--- src/design/hands_on_wheel_alert_fsm_defines.svh ---
// ---------------------------------------------------------------------------
// Hands-on-wheel alert assertion macros
// Shared assertion forms for the alert controller. Each macro expects the
// module to have a clock named clk and an active-low reset named rst_n.
// ---------------------------------------------------------------------------
`ifndef HANDS_ON_WHEEL_ALERT_FSM_DEFINES_SVH
`define HANDS_ON_WHEEL_ALERT_FSM_DEFINES_SVH

// Consequent must hold in the same cycle as the antecedent.
`define HWA_ASSERT_NOW(label, ante, cons, msg) \
  label: assert property (@(posedge clk) disable iff (!rst_n) (ante) |-> (cons)) \
    else $error(msg);

// Consequent must hold in the cycle after the antecedent.
`define HWA_ASSERT_NEXT(label, ante, cons, msg) \
  label: assert property (@(posedge clk) disable iff (!rst_n) (ante) |=> (cons)) \
    else $error(msg);

`endif

--- src/design/hwa_pkg.sv ---
// ---------------------------------------------------------------------------
// Hands-on-wheel alert package
// Types, codes and reset defaults shared by the alert controller modules.
// ---------------------------------------------------------------------------
`timescale 1ns / 1ps

package hwa_pkg;

  // Operating mode, one-hot encoded.
  typedef enum logic [4:0] {
    M_INIT   = 5'b00001,
    M_WATCH  = 5'b00010,
    M_LIGHT  = 5'b00100,
    M_STRONG = 5'b01000,
    M_ERROR  = 5'b10000
  } mode_t;

  // Mode codes as reported on the result channel.
  localparam logic [2:0] MODE_CODE_INIT   = 3'd0;
  localparam logic [2:0] MODE_CODE_WATCH  = 3'd1;
  localparam logic [2:0] MODE_CODE_LIGHT  = 3'd2;
  localparam logic [2:0] MODE_CODE_STRONG = 3'd3;
  localparam logic [2:0] MODE_CODE_ERROR  = 3'd4;

  // Event codes.
  typedef enum logic [2:0] {
    EV_NONE     = 3'd0,
    EV_START    = 3'd1,
    EV_ONE_HAND = 3'd2,
    EV_LIGHT    = 3'd3,
    EV_HARSH    = 3'd4,
    EV_NO_HANDS = 3'd5,
    EV_EXPIRED  = 3'd6
  } event_t;

  // Buzzer codes.
  localparam logic [1:0] BUZ_OFF  = 2'd0;
  localparam logic [1:0] BUZ_INT  = 2'd1;
  localparam logic [1:0] BUZ_CONT = 2'd2;

  // Configuration register indexes.
  localparam int CFG_ADDR_W = 3;
  localparam logic [CFG_ADDR_W-1:0] CFG_HAND_THR    = 3'd0;
  localparam logic [CFG_ADDR_W-1:0] CFG_LIGHT_THR   = 3'd1;
  localparam logic [CFG_ADDR_W-1:0] CFG_HARSH_THR   = 3'd2;
  localparam logic [CFG_ADDR_W-1:0] CFG_INTERVAL    = 3'd3;
  localparam logic [CFG_ADDR_W-1:0] CFG_ONE_HAND    = 3'd4;
  localparam logic [CFG_ADDR_W-1:0] CFG_ALERT_TO    = 3'd5;
  localparam logic [CFG_ADDR_W-1:0] CFG_ERROR_TO    = 3'd6;

  // Register reset values.
  localparam int RST_HAND_THR  = 1366;
  localparam int RST_LIGHT_THR = 80;
  localparam int RST_HARSH_THR = 260;
  localparam int RST_INTERVAL  = 120;
  localparam int RST_ONE_HAND  = 2000;
  localparam int RST_ALERT_TO  = 2500;
  localparam int RST_ERROR_TO  = 5000;

  // One result item; the first member sits in the highest bits.
  typedef struct packed {
    logic       vibrator_on;
    logic [1:0] buzz_sel;
    logic [2:0] event_code;
    logic [2:0] mode;
  } result_t;

  localparam int RESULT_W = $bits(result_t);
  localparam int OUT_DW   = ((RESULT_W + 7) / 8) * 8;

endpackage

--- src/design/hwa_cfg.sv ---
// ---------------------------------------------------------------------------
// Hands-on-wheel alert configuration registers
// Seven write-only registers loaded through a plain write port.
// ---------------------------------------------------------------------------
`timescale 1ns / 1ps

module hwa_cfg
  import hwa_pkg::*;
#(
  parameter int SAMPLE_BITS = 12,
  parameter int TIMER_BITS  = 16,
  parameter int CFG_W       = 16
) (
  input  logic                   clk,
  input  logic                   rst_n,
  input  logic                   cfg_we,
  input  logic [CFG_ADDR_W-1:0]  cfg_addr,
  input  logic [CFG_W-1:0]       cfg_wdata,
  output logic [SAMPLE_BITS-1:0] hand_thr,
  output logic [SAMPLE_BITS-1:0] light_thr,
  output logic [SAMPLE_BITS-1:0] harsh_thr,
  output logic [TIMER_BITS-1:0]  interval,
  output logic [TIMER_BITS-1:0]  one_hand_ms,
  output logic [TIMER_BITS-1:0]  alert_to,
  output logic [TIMER_BITS-1:0]  error_to
);

  logic [SAMPLE_BITS-1:0] hand_thr_r, light_thr_r, harsh_thr_r;
  logic [TIMER_BITS-1:0]  interval_r, one_hand_r, alert_to_r, error_to_r;
  logic [SAMPLE_BITS-1:0] wdata_s;
  logic [TIMER_BITS-1:0]  wdata_t;

  assign wdata_s = cfg_wdata[SAMPLE_BITS-1:0];
  assign wdata_t = cfg_wdata[TIMER_BITS-1:0];

  // Register write decode; indexes past the list are ignored.
  always_ff @(posedge clk) begin
    if (!rst_n) begin
      hand_thr_r  <= SAMPLE_BITS'(RST_HAND_THR);
      light_thr_r <= SAMPLE_BITS'(RST_LIGHT_THR);
      harsh_thr_r <= SAMPLE_BITS'(RST_HARSH_THR);
      interval_r  <= TIMER_BITS'(RST_INTERVAL);
      one_hand_r  <= TIMER_BITS'(RST_ONE_HAND);
      alert_to_r  <= TIMER_BITS'(RST_ALERT_TO);
      error_to_r  <= TIMER_BITS'(RST_ERROR_TO);
    end else if (cfg_we) begin
      unique case (cfg_addr)
        CFG_HAND_THR:  hand_thr_r  <= wdata_s;
        CFG_LIGHT_THR: light_thr_r <= wdata_s;
        CFG_HARSH_THR: harsh_thr_r <= wdata_s;
        CFG_INTERVAL:  interval_r  <= wdata_t;
        CFG_ONE_HAND:  one_hand_r  <= wdata_t;
        CFG_ALERT_TO:  alert_to_r  <= wdata_t;
        CFG_ERROR_TO:  error_to_r  <= wdata_t;
        default: ;
      endcase
    end
  end

  assign hand_thr    = hand_thr_r;
  assign light_thr   = light_thr_r;
  assign harsh_thr   = harsh_thr_r;
  assign interval    = interval_r;
  assign one_hand_ms = one_hand_r;
  assign alert_to    = alert_to_r;
  assign error_to    = error_to_r;

endmodule

--- src/design/hwa_core.sv ---
// ---------------------------------------------------------------------------
// Hands-on-wheel alert core
// Mode state machine, elapsed timers, sensor classification and result encode.
// State advances once per item when adv is high.
// ---------------------------------------------------------------------------
`timescale 1ns / 1ps
`include "hands_on_wheel_alert_fsm_defines.svh"

module hwa_core
  import hwa_pkg::*;
#(
  parameter int SAMPLE_BITS = 12,
  parameter int TIMER_BITS  = 16
) (
  input  logic                   clk,
  input  logic                   rst_n,
  input  logic                   adv,
  input  logic [SAMPLE_BITS-1:0] left_grip,
  input  logic [SAMPLE_BITS-1:0] right_grip,
  input  logic [SAMPLE_BITS-1:0] wheel_position,
  input  logic                   alarm_request,
  input  logic [SAMPLE_BITS-1:0] hand_thr,
  input  logic [SAMPLE_BITS-1:0] light_thr,
  input  logic [SAMPLE_BITS-1:0] harsh_thr,
  input  logic [TIMER_BITS-1:0]  interval,
  input  logic [TIMER_BITS-1:0]  one_hand_ms,
  input  logic [TIMER_BITS-1:0]  alert_to,
  input  logic [TIMER_BITS-1:0]  error_to,
  output result_t                result
);

  localparam logic [TIMER_BITS-1:0] TMAX = {TIMER_BITS{1'b1}};

  // State registers.
  mode_t                  mode_r, mode_nxt;
  logic [TIMER_BITS-1:0]  entry_r, entry_nxt;
  logic [TIMER_BITS-1:0]  ctrl_r, ctrl_nxt;
  logic                   oh_act_r, oh_act_nxt;
  logic [TIMER_BITS-1:0]  oh_r, oh_nxt;
  logic [SAMPLE_BITS-1:0] prev_wheel_r, prev_wheel_nxt;
  logic                   primed_r, primed_nxt;
  logic                   alarm_r, alarm_nxt;

  // Per-item intermediates.
  logic                   alarm_p;
  logic [TIMER_BITS-1:0]  entry_inc, ctrl_inc, oh_inc;
  logic                   hand_l, hand_rt, due;
  logic [SAMPLE_BITS-1:0] diff;
  event_t                 ev_eval, ev;
  logic                   alarm_eval, oh_act_eval, primed_eval, use_eval;
  logic [TIMER_BITS-1:0]  ctrl_eval, oh_eval;
  logic [SAMPLE_BITS-1:0] prev_eval;
  logic                   alarm_consumed;

  // Pending alarm, saturating timers and sensor compares.
  always_comb begin
    alarm_p   = alarm_r | alarm_request;
    entry_inc = (entry_r == TMAX) ? entry_r : entry_r + 1'b1;
    ctrl_inc  = (ctrl_r == TMAX) ? ctrl_r : ctrl_r + 1'b1;
    if (oh_act_r && (oh_r != TMAX)) begin
      oh_inc = oh_r + 1'b1;
    end else begin
      oh_inc = oh_r;
    end
    hand_l  = left_grip >= hand_thr;
    hand_rt = right_grip >= hand_thr;
    due     = ctrl_inc >= interval;
    if (!primed_r) begin
      diff = '0;
    end else if (wheel_position >= prev_wheel_r) begin
      diff = wheel_position - prev_wheel_r;
    end else begin
      diff = prev_wheel_r - wheel_position;
    end
  end

  // Sensor evaluation: alarm first, then no hands, harsh, one hand, light.
  always_comb begin
    ev_eval        = EV_NONE;
    alarm_eval     = alarm_p;
    ctrl_eval      = ctrl_inc;
    oh_act_eval    = oh_act_r;
    oh_eval        = oh_inc;
    prev_eval      = prev_wheel_r;
    primed_eval    = primed_r;
    alarm_consumed = 1'b0;
    if (due) begin
      if (alarm_p) begin
        alarm_eval     = 1'b0;
        alarm_consumed = 1'b1;
        ev_eval        = EV_NO_HANDS;
      end else begin
        ctrl_eval   = '0;
        prev_eval   = wheel_position;
        primed_eval = 1'b1;
        if (!hand_l && !hand_rt) begin
          ev_eval = EV_NO_HANDS;
        end else if (diff >= harsh_thr) begin
          ev_eval = EV_HARSH;
        end else if (hand_l != hand_rt) begin
          if (!oh_act_r) begin
            oh_act_eval = 1'b1;
            oh_eval     = '0;
          end
          if (oh_eval >= one_hand_ms) begin
            ev_eval = EV_ONE_HAND;
          end else if (diff >= light_thr) begin
            ev_eval = EV_LIGHT;
          end
        end else begin
          oh_act_eval = 1'b0;
          if (diff >= light_thr) begin
            ev_eval = EV_LIGHT;
          end
        end
      end
    end
  end

  // Mode transitions; every transition restarts the entry timer.
  always_comb begin
    mode_nxt  = mode_r;
    entry_nxt = entry_inc;
    ev        = EV_NONE;
    use_eval  = 1'b0;
    unique case (mode_r)
      M_INIT: begin
        ev        = EV_START;
        mode_nxt  = M_WATCH;
        entry_nxt = '0;
      end
      M_WATCH: begin
        use_eval = 1'b1;
        ev       = ev_eval;
        if (ev_eval == EV_ONE_HAND || ev_eval == EV_LIGHT) begin
          mode_nxt  = M_LIGHT;
          entry_nxt = '0;
        end else if (ev_eval == EV_HARSH || ev_eval == EV_NO_HANDS) begin
          mode_nxt  = M_STRONG;
          entry_nxt = '0;
        end
      end
      M_LIGHT: begin
        if (entry_inc >= alert_to) begin
          ev        = EV_EXPIRED;
          mode_nxt  = M_WATCH;
          entry_nxt = '0;
        end else begin
          use_eval = 1'b1;
          ev       = ev_eval;
          if (ev_eval == EV_HARSH || ev_eval == EV_NO_HANDS) begin
            mode_nxt  = M_STRONG;
            entry_nxt = '0;
          end
        end
      end
      M_STRONG: begin
        if (entry_inc >= alert_to) begin
          ev        = EV_EXPIRED;
          mode_nxt  = M_WATCH;
          entry_nxt = '0;
        end else begin
          use_eval = 1'b1;
          ev       = ev_eval;
        end
      end
      M_ERROR: begin
        if (entry_inc >= error_to) begin
          ev        = EV_EXPIRED;
          mode_nxt  = M_INIT;
          entry_nxt = '0;
        end else begin
          use_eval = 1'b1;
          ev       = ev_eval;
        end
      end
      default: begin
        ev        = EV_NONE;
        mode_nxt  = M_ERROR;
        entry_nxt = '0;
      end
    endcase
  end

  // Evaluation side effects apply only when the sensors were evaluated.
  always_comb begin
    alarm_nxt      = alarm_p;
    ctrl_nxt       = ctrl_inc;
    oh_act_nxt     = oh_act_r;
    oh_nxt         = oh_inc;
    prev_wheel_nxt = prev_wheel_r;
    primed_nxt     = primed_r;
    if (use_eval) begin
      alarm_nxt      = alarm_eval;
      ctrl_nxt       = ctrl_eval;
      oh_act_nxt     = oh_act_eval;
      oh_nxt         = oh_eval;
      prev_wheel_nxt = prev_eval;
      primed_nxt     = primed_eval;
    end
  end

  always_ff @(posedge clk) begin
    if (!rst_n) begin
      mode_r       <= M_INIT;
      entry_r      <= '0;
      ctrl_r       <= '0;
      oh_act_r     <= 1'b0;
      oh_r         <= '0;
      prev_wheel_r <= '0;
      primed_r     <= 1'b0;
      alarm_r      <= 1'b0;
    end else if (adv) begin
      mode_r       <= mode_nxt;
      entry_r      <= entry_nxt;
      ctrl_r       <= ctrl_nxt;
      oh_act_r     <= oh_act_nxt;
      oh_r         <= oh_nxt;
      prev_wheel_r <= prev_wheel_nxt;
      primed_r     <= primed_nxt;
      alarm_r      <= alarm_nxt;
    end
  end

  // Result encoding from the mode after this item's transition.
  always_comb begin
    result.event_code  = ev;
    result.mode        = MODE_CODE_INIT;
    result.buzz_sel    = BUZ_OFF;
    result.vibrator_on = 1'b0;
    unique case (mode_nxt)
      M_INIT:   result.mode = MODE_CODE_INIT;
      M_WATCH:  result.mode = MODE_CODE_WATCH;
      M_LIGHT: begin
        result.mode     = MODE_CODE_LIGHT;
        result.buzz_sel = BUZ_INT;
      end
      M_STRONG: begin
        result.mode        = MODE_CODE_STRONG;
        result.buzz_sel    = BUZ_CONT;
        result.vibrator_on = 1'b1;
      end
      M_ERROR: begin
        result.mode        = MODE_CODE_ERROR;
        result.buzz_sel    = BUZ_CONT;
        result.vibrator_on = 1'b1;
      end
      default: result.mode = MODE_CODE_ERROR;
    endcase
  end

  // Init always hands over to watching on the next item.
  `HWA_ASSERT_NEXT(a_init_to_watch, adv && mode_r == M_INIT, mode_r == M_WATCH,
                   "init did not move to watching")
  // A consumed alarm leaves nothing pending.
  `HWA_ASSERT_NEXT(a_alarm_cleared, adv && use_eval && alarm_consumed, !alarm_r,
                   "consumed alarm still pending")
  // Sensor events only appear when an evaluation was due.
  `HWA_ASSERT_NOW(a_eval_when_due, use_eval && ev != EV_NONE, due,
                  "sensor event without a due evaluation")

endmodule

--- src/design/hands_on_wheel_alert_fsm.sv ---
// ---------------------------------------------------------------------------
// Hands-on-wheel alert controller
// Top level: input register, alert core, result register and config port.
// ---------------------------------------------------------------------------
// Each input item is one millisecond tick with two grip samples, a wheel
// sample and a remote alarm flag; each item yields exactly one result item
// (mode, event, buzzer mode, vibrator). The block takes one item per clock
// cycle: an item sits in the input register while the mode machine, timers
// and classification compares settle, and its result is captured in the
// result register when the item advances, so each result passes through
// the input register and then the result register. The result register
// holds a waiting result while the next item waits in the input register;
// throughput drops only while out_tready is low. Configuration writes take
// effect on the next item and are meant for idle periods.
// ---------------------------------------------------------------------------
`timescale 1ns / 1ps
`include "hands_on_wheel_alert_fsm_defines.svh"

module hands_on_wheel_alert_fsm
  import hwa_pkg::*;
#(
  parameter int SAMPLE_BITS = 12,
  parameter int TIMER_BITS  = 16,
  localparam int IN_W  = 3 * SAMPLE_BITS + 1,
  localparam int IN_DW = ((IN_W + 7) / 8) * 8,
  localparam int CFG_W = (SAMPLE_BITS > TIMER_BITS) ? SAMPLE_BITS : TIMER_BITS
) (
  input  logic                  clk,
  input  logic                  rst_n,
  // Input item: left_grip, right_grip, wheel_position, alarm_request, zero fill
  input  logic                  in_tvalid,
  output logic                  in_tready,
  input  logic [IN_DW-1:0]      in_tdata,
  // Result item: mode, event_code, buzz_sel, vibrator_on, zero fill
  output logic                  out_tvalid,
  input  logic                  out_tready,
  output logic [OUT_DW-1:0]     out_tdata,
  input  logic                  cfg_we,
  input  logic [CFG_ADDR_W-1:0] cfg_addr,
  input  logic [CFG_W-1:0]      cfg_wdata
);

  logic [SAMPLE_BITS-1:0] hand_thr, light_thr, harsh_thr;
  logic [TIMER_BITS-1:0]  interval, one_hand_ms, alert_to, error_to;

  logic            in_valid_r, in_valid_nxt;
  logic [IN_W-1:0] in_data_r;
  logic            out_valid_r, out_valid_nxt;
  result_t         res_r;
  result_t         res;
  logic            adv;

  hwa_cfg #(
    .SAMPLE_BITS (SAMPLE_BITS),
    .TIMER_BITS  (TIMER_BITS),
    .CFG_W       (CFG_W)
  ) u_cfg (
    .clk         (clk),
    .rst_n       (rst_n),
    .cfg_we      (cfg_we),
    .cfg_addr    (cfg_addr),
    .cfg_wdata   (cfg_wdata),
    .hand_thr    (hand_thr),
    .light_thr   (light_thr),
    .harsh_thr   (harsh_thr),
    .interval    (interval),
    .one_hand_ms (one_hand_ms),
    .alert_to    (alert_to),
    .error_to    (error_to)
  );

  // The held item advances when the result register is free or being drained.
  assign adv       = in_valid_r && (!out_valid_r || out_tready);
  assign in_tready = !in_valid_r || adv;

  // Input register.
  always_comb begin
    in_valid_nxt = in_valid_r;
    if (in_tvalid && in_tready) begin
      in_valid_nxt = 1'b1;
    end else if (adv) begin
      in_valid_nxt = 1'b0;
    end
  end

  always_ff @(posedge clk) begin
    if (!rst_n) begin
      in_valid_r <= 1'b0;
    end else begin
      in_valid_r <= in_valid_nxt;
    end
  end

  always_ff @(posedge clk) begin
    if (in_tvalid && in_tready) begin
      in_data_r <= in_tdata[IN_W-1:0];
    end
  end

  hwa_core #(
    .SAMPLE_BITS (SAMPLE_BITS),
    .TIMER_BITS  (TIMER_BITS)
  ) u_core (
    .clk            (clk),
    .rst_n          (rst_n),
    .adv            (adv),
    .left_grip      (in_data_r[SAMPLE_BITS-1:0]),
    .right_grip     (in_data_r[2*SAMPLE_BITS-1:SAMPLE_BITS]),
    .wheel_position (in_data_r[3*SAMPLE_BITS-1:2*SAMPLE_BITS]),
    .alarm_request  (in_data_r[3*SAMPLE_BITS]),
    .hand_thr       (hand_thr),
    .light_thr      (light_thr),
    .harsh_thr      (harsh_thr),
    .interval       (interval),
    .one_hand_ms    (one_hand_ms),
    .alert_to       (alert_to),
    .error_to       (error_to),
    .result         (res)
  );

  // Result register.
  always_comb begin
    out_valid_nxt = out_valid_r;
    if (adv) begin
      out_valid_nxt = 1'b1;
    end else if (out_tready) begin
      out_valid_nxt = 1'b0;
    end
  end

  always_ff @(posedge clk) begin
    if (!rst_n) begin
      out_valid_r <= 1'b0;
    end else begin
      out_valid_r <= out_valid_nxt;
    end
  end

  always_ff @(posedge clk) begin
    if (adv) begin
      res_r <= res;
    end
  end

  assign out_tvalid = out_valid_r;
  assign out_tdata  = {{(OUT_DW - RESULT_W){1'b0}}, res_r};

  // A held item stays held until it can advance.
  `HWA_ASSERT_NEXT(a_in_hold, in_valid_r && !adv, in_valid_r,
                   "input item dropped while stalled")
  // A stalled result is never overwritten.
  `HWA_ASSERT_NOW(a_no_overwrite, out_valid_r && !out_tready, !adv,
                  "result overwritten while stalled")
  // The vibrator only runs with the continuous buzzer.
  `HWA_ASSERT_NOW(a_vib_buzzer, out_valid_r && res_r.vibrator_on,
                  res_r.buzz_sel == BUZ_CONT, "vibrator without continuous buzzer")

endmodule
--- config.mk ---
export PLATFORM = sky130hd
export DESIGN_NAME = hands_on_wheel_alert_fsm
export DESIGN_NICKNAME = d
export VERILOG_FILES = /design/src/design/hwa_pkg.sv /design/src/design/hwa_cfg.sv /design/src/design/hwa_core.sv /design/src/design/hands_on_wheel_alert_fsm.sv
export VERILOG_INCLUDE_DIRS = /design/src /design/src/design
export SDC_FILE = /design/constraint.sdc
export NUM_CORES = 1
export LEC_CHECK = 0
export BUFFER_PORTS_ARGS = -buffer_cell sky130_fd_sc_hd__buf_2
export CAP_MARGIN = 5
export CORE_MARGIN = 2
export CORE_UTILIZATION = 30
export CTS_BUF_LIST = sky130_fd_sc_hd__clkbuf_8
export DETAILED_ROUTE_END_ITERATION = 7
export REMOVE_ABC_BUFFERS = 1
export SLEW_MARGIN = 40
export SYNTH_ARGS = -nofsm -noshare
export SYNTH_HDL_FRONTEND = slang
export SYNTH_SLANG_ARGS = --single-unit
--- constraint.sdc ---
create_clock -name clk -period 5.06 [get_ports clk]
set_input_delay 0 -clock clk [delete_from_list [all_inputs] [get_ports clk]]
set_output_delay 0 -clock clk [all_outputs]
set_load 0.02 [all_outputs]
==> summary.txt, run 1 <==
Run status
  – Status: complete, no violations

Die
  – Die Ht: 214 µm
  – Core area: 43,300 µm²
  – Die X: 214 µm
  – Initial Util: 0.305
  – Rows: 76
  – IO Pins: 82
  – Area of the die: ~46,000 µm²

Detailed routing
  – Detailed Routing Iterations Pass 1: 5
  – Wire per inst: 14.9 µm
  – Total number of vias: 11,300
  – Routed Antenna Nets: 0
  – Via-to-Cell Ratio: around 5
  – DRC Markers: 0
  – DRT iter0 DRCs: 599
  – Final WL: between 30,000 and 40,000 µm

Power
  – Cell internal pwr: roughly 2.9 mW
  – Sw Share: 0.262
  – Clock power frac: 0.427
  – PwrDens: 248 nW/µm²
  – P_sw: 1.03 mW
  – Logic pwr share: 0.105
  – VDD IR-drop max: 0.000176 V
  – Sequential Power Share: 0.468
  – Final Total Pwr: approximately 3.9 mW
  – Pleak: between 6 and 7 nW

Critical path
  – WS Path Type: reg2reg
  – Buf/Inv on CP: 7
  – CP arrival: 5350 ps
  – CP most frequent cell: buf_6
  – Crit-path leading delay family: compound AO/OA/AOI/OAI gates
  – Setup crit end kind: flip-flop
  – Crit path from: in_data_r[24]
  – Critical path's slowest cell: a2111o_1
  – Startpoint Class: flip-flop
  – Slowest Stage Delay on Critical Path: 410 ps
  – Crit Path Max Fanout: 12
  – Start of the worst register-to-register path: in_data_r[24]
  – Worst Path Required: 5480 ps

Yosys
  – Area share of the largest cell type after synthesis: 0.258
  – Synth Instances: 1,561
  – Distinct cells, synth: 76
  – Yosys top cell by area: dfxtp_1
  – Mapped Avg Cell Area: 8.44 µm²
  – Top post-synthesis cells by area: dfxtp_1, ha_1, edfxtp_1
  – Post-synth EDFFs: 46
  – Async S/R FF share, synth: 0
  – Commonest register cell after synthesis: dfxtp_1
  – Synthesized area: roughly 13,000 µm²
  – Synth Register Bits: roughly 220
  – Sequential area share after synthesis: 0.363
  – Synth warn: 0

Timing
  – Final hold slack: ~37 ps
  – Final Critical Period: between 4000 and 5000 ps
  – Setup TNS: 0 ps
  – Pins Over Slew Limit: 0
  – Post-route setup slack: 128 ps
  – Final setup viols: 0
  – Clk_skew: 45.4 ps
  – Slew margin rel.: 0.469
  – FMAX: 0.203 GHz
  – Least-Margin Pin Slew: 796 ps
  – Count of final hold-check violations: 0
  – Tcrit/Tclk final: 0.975

Global routing
  – Number of global-route vias before repair: 11,200
  – GRT Total Usage: 0.154
  – Largest net degree at the start of global routing: 81
  – First-pass GRT wire length: 56,600 µm
  – Initial antenna violation count: 0
  – Grt total ovfl: 0

Min path
  – Worst hold-check path type: in2reg
  – Hold Startpoint: rst_n

Cells and area
  – Register area: 4780 µm²
  – Fill cell count: around 4,400
  – Diodes inserted: 0
  – Final Non-Filler Cells: 2,326
  – Share of layout cells above drive strength 1: 0.124
  – NumNets Final: 1,915
  – Commonest cells after routing, fill and taps aside: nand2_1, dfxtp_1, inv_1, ha_1, a21boi_0
  – Final Util: 0.366
  – Area Overhead vs Synth: 20.2%
  – Most common cell after layout, fill and taps aside: nand2_1
  – Area of the multi-input gates: 7720 µm²
  – Final instance area: 15,800 µm²

Clock network
  – Num Clock Sinks: 216
  – H-tree depth: 2
  – CTS tree: built
  – Clock tree root buffer cell: clkbuf_8
  – Worst-Skew Late Latency: roughly 560 ps
  – Clk pin slew, worst setup/hold paths: around 60 ps
  – Num CTS Buffers: 39
  – Buffer depth of the longest clock path: 3

Place
  – Placed Area: 14,300 µm²
  – Post-DP HPWL: about 24,000 µm
  – Port bufs: 71
  – Setup WS pre-CTS: -96.5 ps
  – RePlAce Congestion: 0.875
  – Placed Instances: ~2,200

Run
  – Max-Cap Viols: 0
tightest hold or removal path, stage by stage:
cell and delay (ps):
buf_4 120, buf_6 250, o211ai_1 150
layer usage:
metal,vias to the layer above,wire [µm],global-route usage
met5,-,0,0
met4,0,674,0.0455
met3,53,1520,0.0240
met2,213,15900,0.258
met1,5333,16500,0.203
li1,5727,-,-
cells in the mapped netlist (9+ instances only):
| library cell | instances |
|---|---|
| inv_1 | 136 |
| xnor2_1 | 22 |
| o211ai_1 | 33 |
| and3_1 | 18 |
| nor2b_1 | 30 |
| a32o_1 | 9 |
| nor2_1 | 70 |
| a21boi_0 | 86 |
| a21oi_1 | 70 |
| a21o_1 | 45 |
| mux2i_1 | 9 |
| xor2_1 | 22 |
| dfxtp_1 | 170 |
| edfxtp_1 | 46 |
| o21ai_0 | 62 |
| nand2_1 | 264 |
| nand4_1 | 19 |
| o21a_1 | 18 |
| nor3_1 | 20 |
| ha_1 | 137 |
| and2_1 | 17 |
| nand2b_1 | 25 |
| clkbuf_1 | 53 |
| nand3_1 | 37 |
| a31oi_1 | 19 |
path summary, 6_finish.rpt:
path	to	slack, ps	depth (start not counted)
min	u_cfg.hand_thr[4]	40	3
max	u_core.entry_r[8]	130	27
min reg2reg	u_cfg.error_to[14]	460	2
max reg2reg	u_core.entry_r[8]	130	27
flip-flops by register name (all words and copies together) (netlist names), 5 cells and up:
register             cells
in_data_r               37
u_cfg.alert_to          16
u_cfg.error_to          16
u_cfg.interval          16
u_cfg.one_hand_ms       16
u_core.ctrl_r           16
u_core.entry_r          16
u_core.oh_r             16
u_cfg.hand_thr          12
u_cfg.harsh_thr         12
u_cfg.light_thr         12
u_core.prev_wheel_r     12
out_tdata                9
u_core.mode_r            5
layout make-up:
cell class	instances	area share
Multi-Input combinational cell	1143	0.487
Inverter	137	0.0325
Sequential cell	216	0.302
Tap cell	585	0.0462
Clock inverter	25	0.0100
Clock buffer	45	0.0391
Timing Repair Buffer	175	0.0828
power by group through the flow:
stage | clock (mW) | sequential [mW] | combinational (mW)
5_1_grt | 1.81 | 1.84 | 0.456
6_report | 1.68 | 1.84 | 0.411
3_5_place_dp | 0 | 1.88 | 0.362
4_1_cts | 1.73 | 1.84 | 0.400
2_1_floorplan | 0 | 1.88 | 0.207
3_3_place_gp | 0 | 1.88 | 0.353
logic make-up (layout without fill, tap and decap cells):
kind of cell / Yosys count / in the layout / share of synthesized area
adders and majority gates: 140 / 140 / 0.134
DFF: 216 / 216 / 0.363
muxes: 13 / 13 / 0.0103
and+or+nand+nor: 538 / 538 / 0.190
AOI/OAI and AO/OA: 401 / 401 / 0.210
buffers and inverters: 208 / 382 / 0.0633
other: 1 / 7 / 0.000285
xor gates and xnor gates: 44 / 44 / 0.0292
what timing repair did:
item,in CTS,in global routing
pin swaps,3,11
setup endpoints to repair,23,35
hold buffers,58,0
endpoints found under the hold margin,139,0
gates resized for setup,4,27
setup buffers,0,3
Power figures use the tool's default switching activity.
==> run 2: changes to the inputs <==
--- a/config.mk
+++ b/config.mk
@@ -12,6 +12,8 @@
 export CORE_UTILIZATION = 30
 export CTS_BUF_LIST = sky130_fd_sc_hd__clkbuf_8
 export DETAILED_ROUTE_END_ITERATION = 7
+export GPL_TIMING_DRIVEN = 1
+export HOLD_SLACK_MARGIN = 0.15
 export REMOVE_ABC_BUFFERS = 1
 export SLEW_MARGIN = 40
 export SYNTH_ARGS = -nofsm -noshare
==> summary.txt, run 2 (synthesized netlist as in run 1, its figures left out) <==
Global routing
  – Largest net degree at the start of global routing: 81 (unchanged)
  – Grt total ovfl: 0 (unchanged)
  – GRT Total Usage: 0.157 (was 0.154)
  – Number of global-route vias before repair: 11,500 (was 11,200)
  – First-pass GRT wire length: 57,700 µm (was 56,600 µm)
  – Initial antenna violation count: 0 (unchanged)

Power
  – Sw Share: 0.262 (about the same)
  – Clock power frac: 0.425 (was 0.427)
  – Cell internal pwr: 2.92 mW (was 2.90 mW)
  – P_sw: 1.04 mW (was 1.03 mW)
  – Logic pwr share: 0.110 (was 0.105)
  – Pleak: 6.88 nW (was 6.72 nW)
  – Sequential Power Share: 0.465 (was 0.468)
  – Final Total Pwr: 3.96 mW (was 3.93 mW)
  – PwrDens: 244 nW/µm² (was 248 nW/µm²)
  – VDD IR-drop max: 0.000177 V (was 0.000176 V)

Timing
  – Final setup viols: 0 (unchanged)
  – Count of final hold-check violations: 0 (unchanged)
  – Final Critical Period: 4920 ps (was 4930 ps)
  – Final hold slack: 185 ps (was 36.6 ps)
  – Tcrit/Tclk final: 0.972 (was 0.975)
  – Least-Margin Pin Slew: 803 ps (was 796 ps)
  – FMAX: 0.203 GHz (about the same)
  – Slew margin rel.: 0.465 (was 0.469)
  – Pins Over Slew Limit: 0 (unchanged)
  – Clk_skew: 48.6 ps (was 45.4 ps)

Cells and area
  – Biggest register: in_data_r (unchanged)
  – Fill cell count: 4,327 (was 4,372)
  – Most common cell after layout, fill and taps aside: nand2_1 (unchanged)
  – Final Non-Filler Cells: 2,366 (was 2,326)
  – Max reg flops: 37 (unchanged)
  – Share of layout cells above drive strength 1: 0.121 (was 0.124)
  – NumNets Final: 1,955 (was 1,915)
  – Diodes inserted: 0 (unchanged)
  – Register area: 4780 µm² (unchanged)
  – Commonest cells after routing, fill and taps aside: nand2_1, dfxtp_1, inv_1, ha_1, dlygate4sd3_1 (was nand2_1, dfxtp_1, inv_1, ha_1, a21boi_0)
  – Area Overhead vs Synth: 23.2% (was 20.2%)
  – Area of the multi-input gates: 7720 µm² (about the same)

Critical path
  – WS Path Type: reg2reg (unchanged)
  – Startpoint Class: flip-flop (unchanged)
  – Reg-to-Reg End: out_tdata[1] (was u_core.entry_r[8])
  – Worst Path Required: 5370 ps (was 5480 ps)
  – Start of the worst register-to-register path: in_data_r[24] (unchanged)
  – Setup crit end kind: flip-flop (unchanged)
  – Setup slack, reg-to-reg: 140 ps (was 130 ps)
  – CP arrival: 5230 ps (was 5350 ps)
  – Reg2Reg Depth: 25 (was 27)
  – Crit Path Max Fanout: 12 (unchanged)

Clock network
  – Buffer depth of the longest clock path: 3 (unchanged)
  – Worst-Skew Late Latency: 570 ps (was 560 ps)
  – Clk pin slew, worst setup/hold paths: 70 ps (was 60 ps)
  – H-tree depth: 2 (unchanged)
  – Num CTS Buffers: 39 (unchanged)
  – Clock tree root buffer cell: clkbuf_8 (unchanged)
  – CTS tree: built (unchanged)
  – Num Clock Sinks: 216 (unchanged)

Detailed routing
  – Routed Antenna Nets: 0 (unchanged)
  – DRC Markers: 0 (unchanged)
  – Detailed Routing Iterations Pass 1: 5 (unchanged)
  – Total number of vias: 11,600 (was 11,300)
  – Final WL: 35,200 µm (was 34,600 µm)
  – Wire per inst: 14.9 µm (about the same)
  – Via-to-Cell Ratio: 4.88 (was 4.87)
  – DRT iter0 DRCs: 613 (was 599)

Die
  – Die Ht: 214 µm (unchanged)
  – IO Pins: 82 (unchanged)
  – Area of the die: 45,600 µm² (unchanged)
  – Die X: 214 µm (unchanged)
  – Initial Util: 0.305 (unchanged)
  – Rows: 76 (unchanged)
  – Core area: 43,300 µm² (unchanged)

Place
  – RePlAce Congestion: 0.875 (unchanged)
  – Post-DP HPWL: 24,400 µm (unchanged)
  – Port bufs: 71 (unchanged)
  – Placed Instances: 2,195 (unchanged)

Run status
  – Status: complete, no violations (unchanged)

Min path
  – Hold Startpoint: in_tdata[33] (was rst_n)
  – Hold path depth: 2 (was 3)
  – Hold Crit Endpoint: in_data_r[33] (was u_cfg.hand_thr[4])
  – Worst hold-check path type: in2reg (unchanged)

Run
  – Max-Cap Viols: 0 (unchanged)
==> run 2: cell types whose count changed in the layout (fill, tap and decap cells not counted) <==
cell / delta
dlygate4sd3_1: +40
ha_1: +1
ha_4: -1
a31oi_2: +1
a31oi_1: -1
==> run 2: power groups by stage <==
| stage | Combinational (mW) | Clock [mW] | Sequential (mW) |
|---|---|---|---|
| global route | 0.480 | 1.82 | 1.84 |
| global placement | 0.353 | 0 | 1.88 |
| floorplan | 0.207 | 0 | 1.88 |
| detailed placement | 0.362 | 0 | 1.88 |
| finish | 0.434 | 1.68 | 1.84 |
| CTS | 0.423 | 1.73 | 1.84 |
==> run 2: layout make-up <==
class | count | share of cell area
Sequential cell | 216 | 0.295
Clock buffer | 45 | 0.0381
Inverter | 137 | 0.0317
Timing Repair Buffer | 215 | 0.105
Clock inverter | 25 | 0.00979
Tap cell | 585 | 0.0451
Multi-Input combinational cell | 1143 | 0.475
==> run 2: worst max-delay path: stages (launching register included) <==
cell	delay [ps]
edfxtp_1	390
inv_1	80
ha_2	190
inv_2	40
fa_2	350
a21o_1	190
a21oi_2	140
a2bb2oi_2	180
nand2_2	80
buf_6	140
buf_6	140
mux2i_1	240
o21ai_2	100
a21oi_2	160
xnor2_1	130
and2_4	180
ha_1	240
a21o_1	190
a21o_1	180
a21oi_2	200
o311ai_1	140
or2_2	340
o211ai_2	230
nor2_1	80
a21oi_1	230
nand2_1	80
==> run 2: metrics by stage <==
stage          instance area (µm²)  TNS, ps  setup slack (ps)   util
6_report                     16200        0               141  0.375
5_1_grt                      16200     -979             -95.7  0.375
4_1_cts                      16100        0              29.0  0.372
3_5_place_dp                 14300    -1120             -96.5  0.331
3_3_place_gp                 14300    -36.3             -12.4  0.331
2_1_floorplan                12900    -20.0             -20.0      -
==> run 2: timing repair <==
| action | 4_1_cts | 5_1_grt |
|---|---|---|
| endpoints found under the setup margin | 23 | 37 |
| endpoints found under the hold margin | 178 | 0 |
| pin swaps | 3 | 11 |
| hold buffers | 98 | 0 |
| setup buffers | 0 | 3 |
| resized for setup | 4 | 27 |
==> run 2: metal layers <==
layer	global-route usage	wire length [µm]	vias up
li1	-	-	5810
met1	0.204	16400	5422
met2	0.264	16000	243
met3	0.0265	1730	77
met4	0.0510	988	0
met5	0	0	-
==> run 2: worst max-delay path by stage <==
stage / from / to / depth (start not counted)
finish: in_data_r[24] / out_tdata[1] / 25
global route: in_data_r[24] / u_core.entry_r[8] / 27
CTS: in_data_r[24] / u_core.entry_r[8] / 26
detailed placement: in_data_r[24] / out_tdata[1] / 24
global placement: in_data_r[24] / out_tdata[7] / 25
floorplan: in_data_r[24] / u_core.entry_r[0] / 24
==> run 3: changes to the inputs <==
--- a/config.mk
+++ b/config.mk
@@ -18,4 +18,5 @@
 export SLEW_MARGIN = 40
 export SYNTH_ARGS = -nofsm -noshare
 export SYNTH_HDL_FRONTEND = slang
+export SYNTH_HIERARCHICAL = 1
 export SYNTH_SLANG_ARGS = --single-unit
==> summary.txt, run 3 <==
Run status
  – Status: finished, violations left (was complete, no violations)
  – Violated checks: negative setup slack

Timing
  – Final Critical Period: 5100 ps (was 4920 ps)
  – Final setup viols: 14 (was 0)
  – Count of final hold-check violations: 0 (unchanged)
  – Slew margin rel.: 0.485 (was 0.465)
  – FMAX: 0.196 GHz (was 0.203 GHz)
  – Final hold slack: 179 ps (was 185 ps)
  – Least-Margin Pin Slew: 770 ps (was 803 ps)
  – Pins Over Slew Limit: 0 (unchanged)
  – Tcrit/Tclk final: 1.01 (was 0.972)
  – RSZ-0062 raised after global routing: true
  – Clk_skew: 20.7 ps (was 48.6 ps)
  – Post-route setup slack: -42.3 ps (was 141 ps)

Place
  – Port bufs: 71 (unchanged)
  – Post-DP HPWL: 25,600 µm (was 24,400 µm)
  – Placed Area: 14,800 µm² (was 14,300 µm²)
  – Setup WS pre-CTS: -491 ps (was -96.5 ps)
  – RePlAce Congestion: 0.862 (was 0.875)

Critical path
  – Slowest Stage Delay on Critical Path: 430 ps (was 390 ps)
  – Startpoint Class: flip-flop (unchanged)
  – Reg-to-Reg End: u_core/entry_r[1] (was out_tdata[1])
  – WS Path Type: reg2reg (unchanged)
  – Setup slack, reg-to-reg: -40 ps (was 140 ps)
  – Buf/Inv on CP: 4 (unchanged)
  – Crit Path Max Fanout: 7 (was 12)
  – Start of the worst register-to-register path: in_data_r[24] (unchanged)
  – Setup crit end kind: flip-flop (unchanged)
  – CP arrival: 5600 ps (was 5230 ps)
  – Crit-path leading delay family: compound AO/OA/AOI/OAI gates (unchanged)
  – Reg2Reg Depth: 25 (unchanged)
  – Worst Path Required: 5560 ps (was 5370 ps)
  – CP most frequent cell: a21oi_4
  – Critical path's slowest cell: or4_4 (was edfxtp_1)

Detailed routing
  – Routed Antenna Nets: 0 (unchanged)
  – Total number of vias: 11,200 (was 11,600)
  – Detailed Routing Iterations Pass 1: 7 (was 5)
  – Wire per inst: 15.4 µm (was 14.9 µm)
  – DRC Markers: 0 (unchanged)
  – Via-to-Cell Ratio: 4.81 (was 4.88)
  – Final WL: 35,800 µm (was 35,200 µm)
  – DRT iter0 DRCs: 615 (was 613)

Power
  – Pleak: 7.84 nW (was 6.88 nW)
  – Cell internal pwr: 3.04 mW (was 2.92 mW)
  – P_sw: 1.05 mW (was 1.04 mW)
  – Clock power frac: 0.435 (was 0.425)
  – Logic pwr share: 0.116 (was 0.110)
  – Final Total Pwr: 4.09 mW (was 3.96 mW)
  – VDD IR-drop max: 0.000190 V (was 0.000177 V)
  – Sw Share: 0.258 (was 0.262)
  – PwrDens: 241 nW/µm² (was 244 nW/µm²)
  – Sequential Power Share: 0.449 (was 0.465)

Clock network
  – Clk pin slew, worst setup/hold paths: 60 ps (was 70 ps)
  – Worst-Skew Late Latency: 560 ps (was 570 ps)
  – CTS tree: built (unchanged)
  – Buffer depth of the longest clock path: 3 (unchanged)
  – Num CTS Buffers: 40 (was 39)
  – Clock tree root buffer cell: clkbuf_8 (unchanged)
  – H-tree depth: 2 (unchanged)
  – Num Clock Sinks: 216 (unchanged)

Cells and area
  – Commonest cells after routing, fill and taps aside: dfxtp_1, nand2_1, inv_1, ha_1, mux2i_1 (was nand2_1, dfxtp_1, inv_1, ha_1, dlygate4sd3_1)
  – Area Overhead vs Synth: 28.7% (was 23.2%)
  – Max reg flops: 37 (unchanged)
  – NumNets Final: 1,912 (was 1,955)
  – Final instance area: 17,000 µm² (was 16,200 µm²)
  – Final Util: 0.393 (was 0.375)
  – Share of layout cells above drive strength 1: 0.183 (was 0.121)
  – Most common cell after layout, fill and taps aside: dfxtp_1 (was nand2_1)
  – Biggest register: in_data_r (unchanged)

Run
  – Max-Cap Viols: 0 (unchanged)

Global routing
  – Initial antenna violation count: 1 (was 0)
  – First-pass GRT wire length: 56,800 µm (was 57,700 µm)
  – Largest net degree at the start of global routing: 91 (was 81)
  – GRT Total Usage: 0.157 (about the same)
  – Number of global-route vias before repair: 11,200 (was 11,500)
  – Grt total ovfl: 0 (unchanged)

Yosys
  – Area share of the largest cell type after synthesis: 0.258 (about the same)
  – Compound-gate portion of the synthesized area: 0.138 (was 0.210)
  – Largest family of logic cells by synthesized area: simple AND/OR/NAND/NOR gates (was compound AO/OA/AOI/OAI gates)
  – Top post-synthesis cells by area: dfxtp_1, ha_1, edfxtp_1 (unchanged)
  – Synth Area in Adders: 0.133 (was 0.134)
  – Count leader, synth: dfxtp_1 (was nand2_1)
  – Mapped Avg Cell Area: 9.12 µm² (was 8.44 µm²)
  – Mux cell area share after synthesis: 0.0924 (was 0.0103)
  – Synthesized area: 13,200 µm² (about the same)
  – Synth Register Bits: 216 (unchanged)
  – Simple-gate area share of the yosys netlist: 0.178 (was 0.190)
  – XOR/XNOR Fraction of Synth Area: 0.0326 (was 0.0292)
  – Synth Instances: 1,445 (was 1,561)
  – Sequential area share after synthesis: 0.363 (about the same)
  – Commonest register cell after synthesis: dfxtp_1 (unchanged)
  – Commonest cells post-synth: dfxtp_1, nand2_1, inv_1 (was nand2_1, dfxtp_1, ha_1)
  – Yosys top cell by area: dfxtp_1 (unchanged)
  – Async S/R FF share, synth: 0 (unchanged)
  – Distinct cells, synth: 82 (was 76)
  – Post-synth EDFFs: 46 (unchanged)
  – Synth warn: 6 (was 0)

Min path
  – Hold path depth: 2 (unchanged)
  – Hold Startpoint: in_tdata[17] (was in_tdata[33])
  – Worst hold-check path type: in2reg (unchanged)
  – Hold Crit Endpoint: in_data_r[17] (was in_data_r[33])

Die
  – Area of the die: 45,600 µm² (about the same)
  – Rows: 76 (unchanged)
  – Initial Util: 0.305 (about the same)
  – IO Pins: 82 (unchanged)
  – Die Ht: 214 µm (about the same)
  – Core area: 43,200 µm² (was 43,300 µm²)
  – Die X: 214 µm (about the same)
==> run 3: cell types whose count changed after synthesis, sizes merged, moves of 12 or more <==
cell    change
a21boi     -87
a22o       +22
clkbuf     -17
nand2     -105
nor2b      +20
mux2i     +110
xnor2      +12
o21ai      -24
o211ai     -26
==> run 3: kinds of logic (layout without fill, tap and decap cells) <==
logic type / count (synthesis) / in the layout
mux: 121 / 121
compound gates: 261 / 261
buf+inv: 202 / 488
xor+xnor: 49 / 49
other cells: 1 / 8
fa+ha+maj: 139 / 139
simple gates: 456 / 457
flops: 216 / 216
==> run 3: worst max path at each step <==
stage | startpoint | cells after the start | endpoint
2_1_floorplan | in_data_r[24] | 23 | u_core/oh_r[13]
3_3_place_gp | in_data_r[24] | 25 | out_tdata[7]
3_5_place_dp | in_data_r[24] | 24 | u_core/entry_r[1]
4_1_cts | in_data_r[24] | 25 | u_core/mode_r[2]
5_1_grt | in_data_r[24] | 25 | out_tdata[1]
6_report | in_data_r[24] | 25 | u_core/entry_r[1]
==> run 3: worst reg2reg max path: cells and delay by family, from the launching register on <==
| family | cells | cell delay (ps) |
|---|---|---|
| adders and majority gates | 3 | 800 |
| AOI/OAI and AO/OA | 12 | 2210 |
| buffers and inverters | 4 | 450 |
| and+or+nand+nor | 6 | 1160 |
| DFF | 1 | 400 |
==> run 3: per-stage QoR <==
| stage | instances | setup TNS (ps) |
|---|---|---|
| final | 2324 | -344 |
| after global routing | 2324 | -7800 |
| after CTS | 2319 | -60.6 |
| after detailed placement | 2141 | -17680 |
| after global placement | 2141 | -11660 |
| after floorplan | 1388 | -795 |
==> run 3: per-layer routing <==
metal	wire, µm	global-route usage	vias to the layer above	part of all wire
met5	0	0	-	0
met4	958	0.0546	0	0.027
met3	1610	0.0286	70	0.045
met2	17200	0.273	228	0.48
met1	16000	0.195	5273	0.45
li1	-	-	5599	-
==> run 3: final cells by class <==
class / count / area, µm²
antenna: 1 / 2.50
sequential: 216 / 4780
clock inverter: 20 / 140
tap: 585 / 732
fill: 4314 / 26200
clock buffer: 51 / 702
inverter: 139 / 522
multi-input combinational: 1034 / 7860
timing repair buffer: 278 / 2220
==> run 3: power by group through the flow <==
| stage | sequential [mW] | combinational, mW | clock, mW |
|---|---|---|---|
| final | 1.84 | 0.475 | 1.78 |
| after floorplan | 1.87 | 0.210 | 0 |
| after CTS | 1.84 | 0.457 | 1.84 |
| after global routing | 1.84 | 0.519 | 1.92 |
| after global placement | 1.87 | 0.377 | 0 |
| after detailed placement | 1.87 | 0.385 | 0 |
==> run 3: timing repair <==
item,CTS,global route
hold buffers,98,0
pin swaps,19,23
resized for setup,27,37
buffers inserted,9,4
gates cloned,1,0
endpoints found under the setup margin,44,69
hold endpoints to repair,151,0
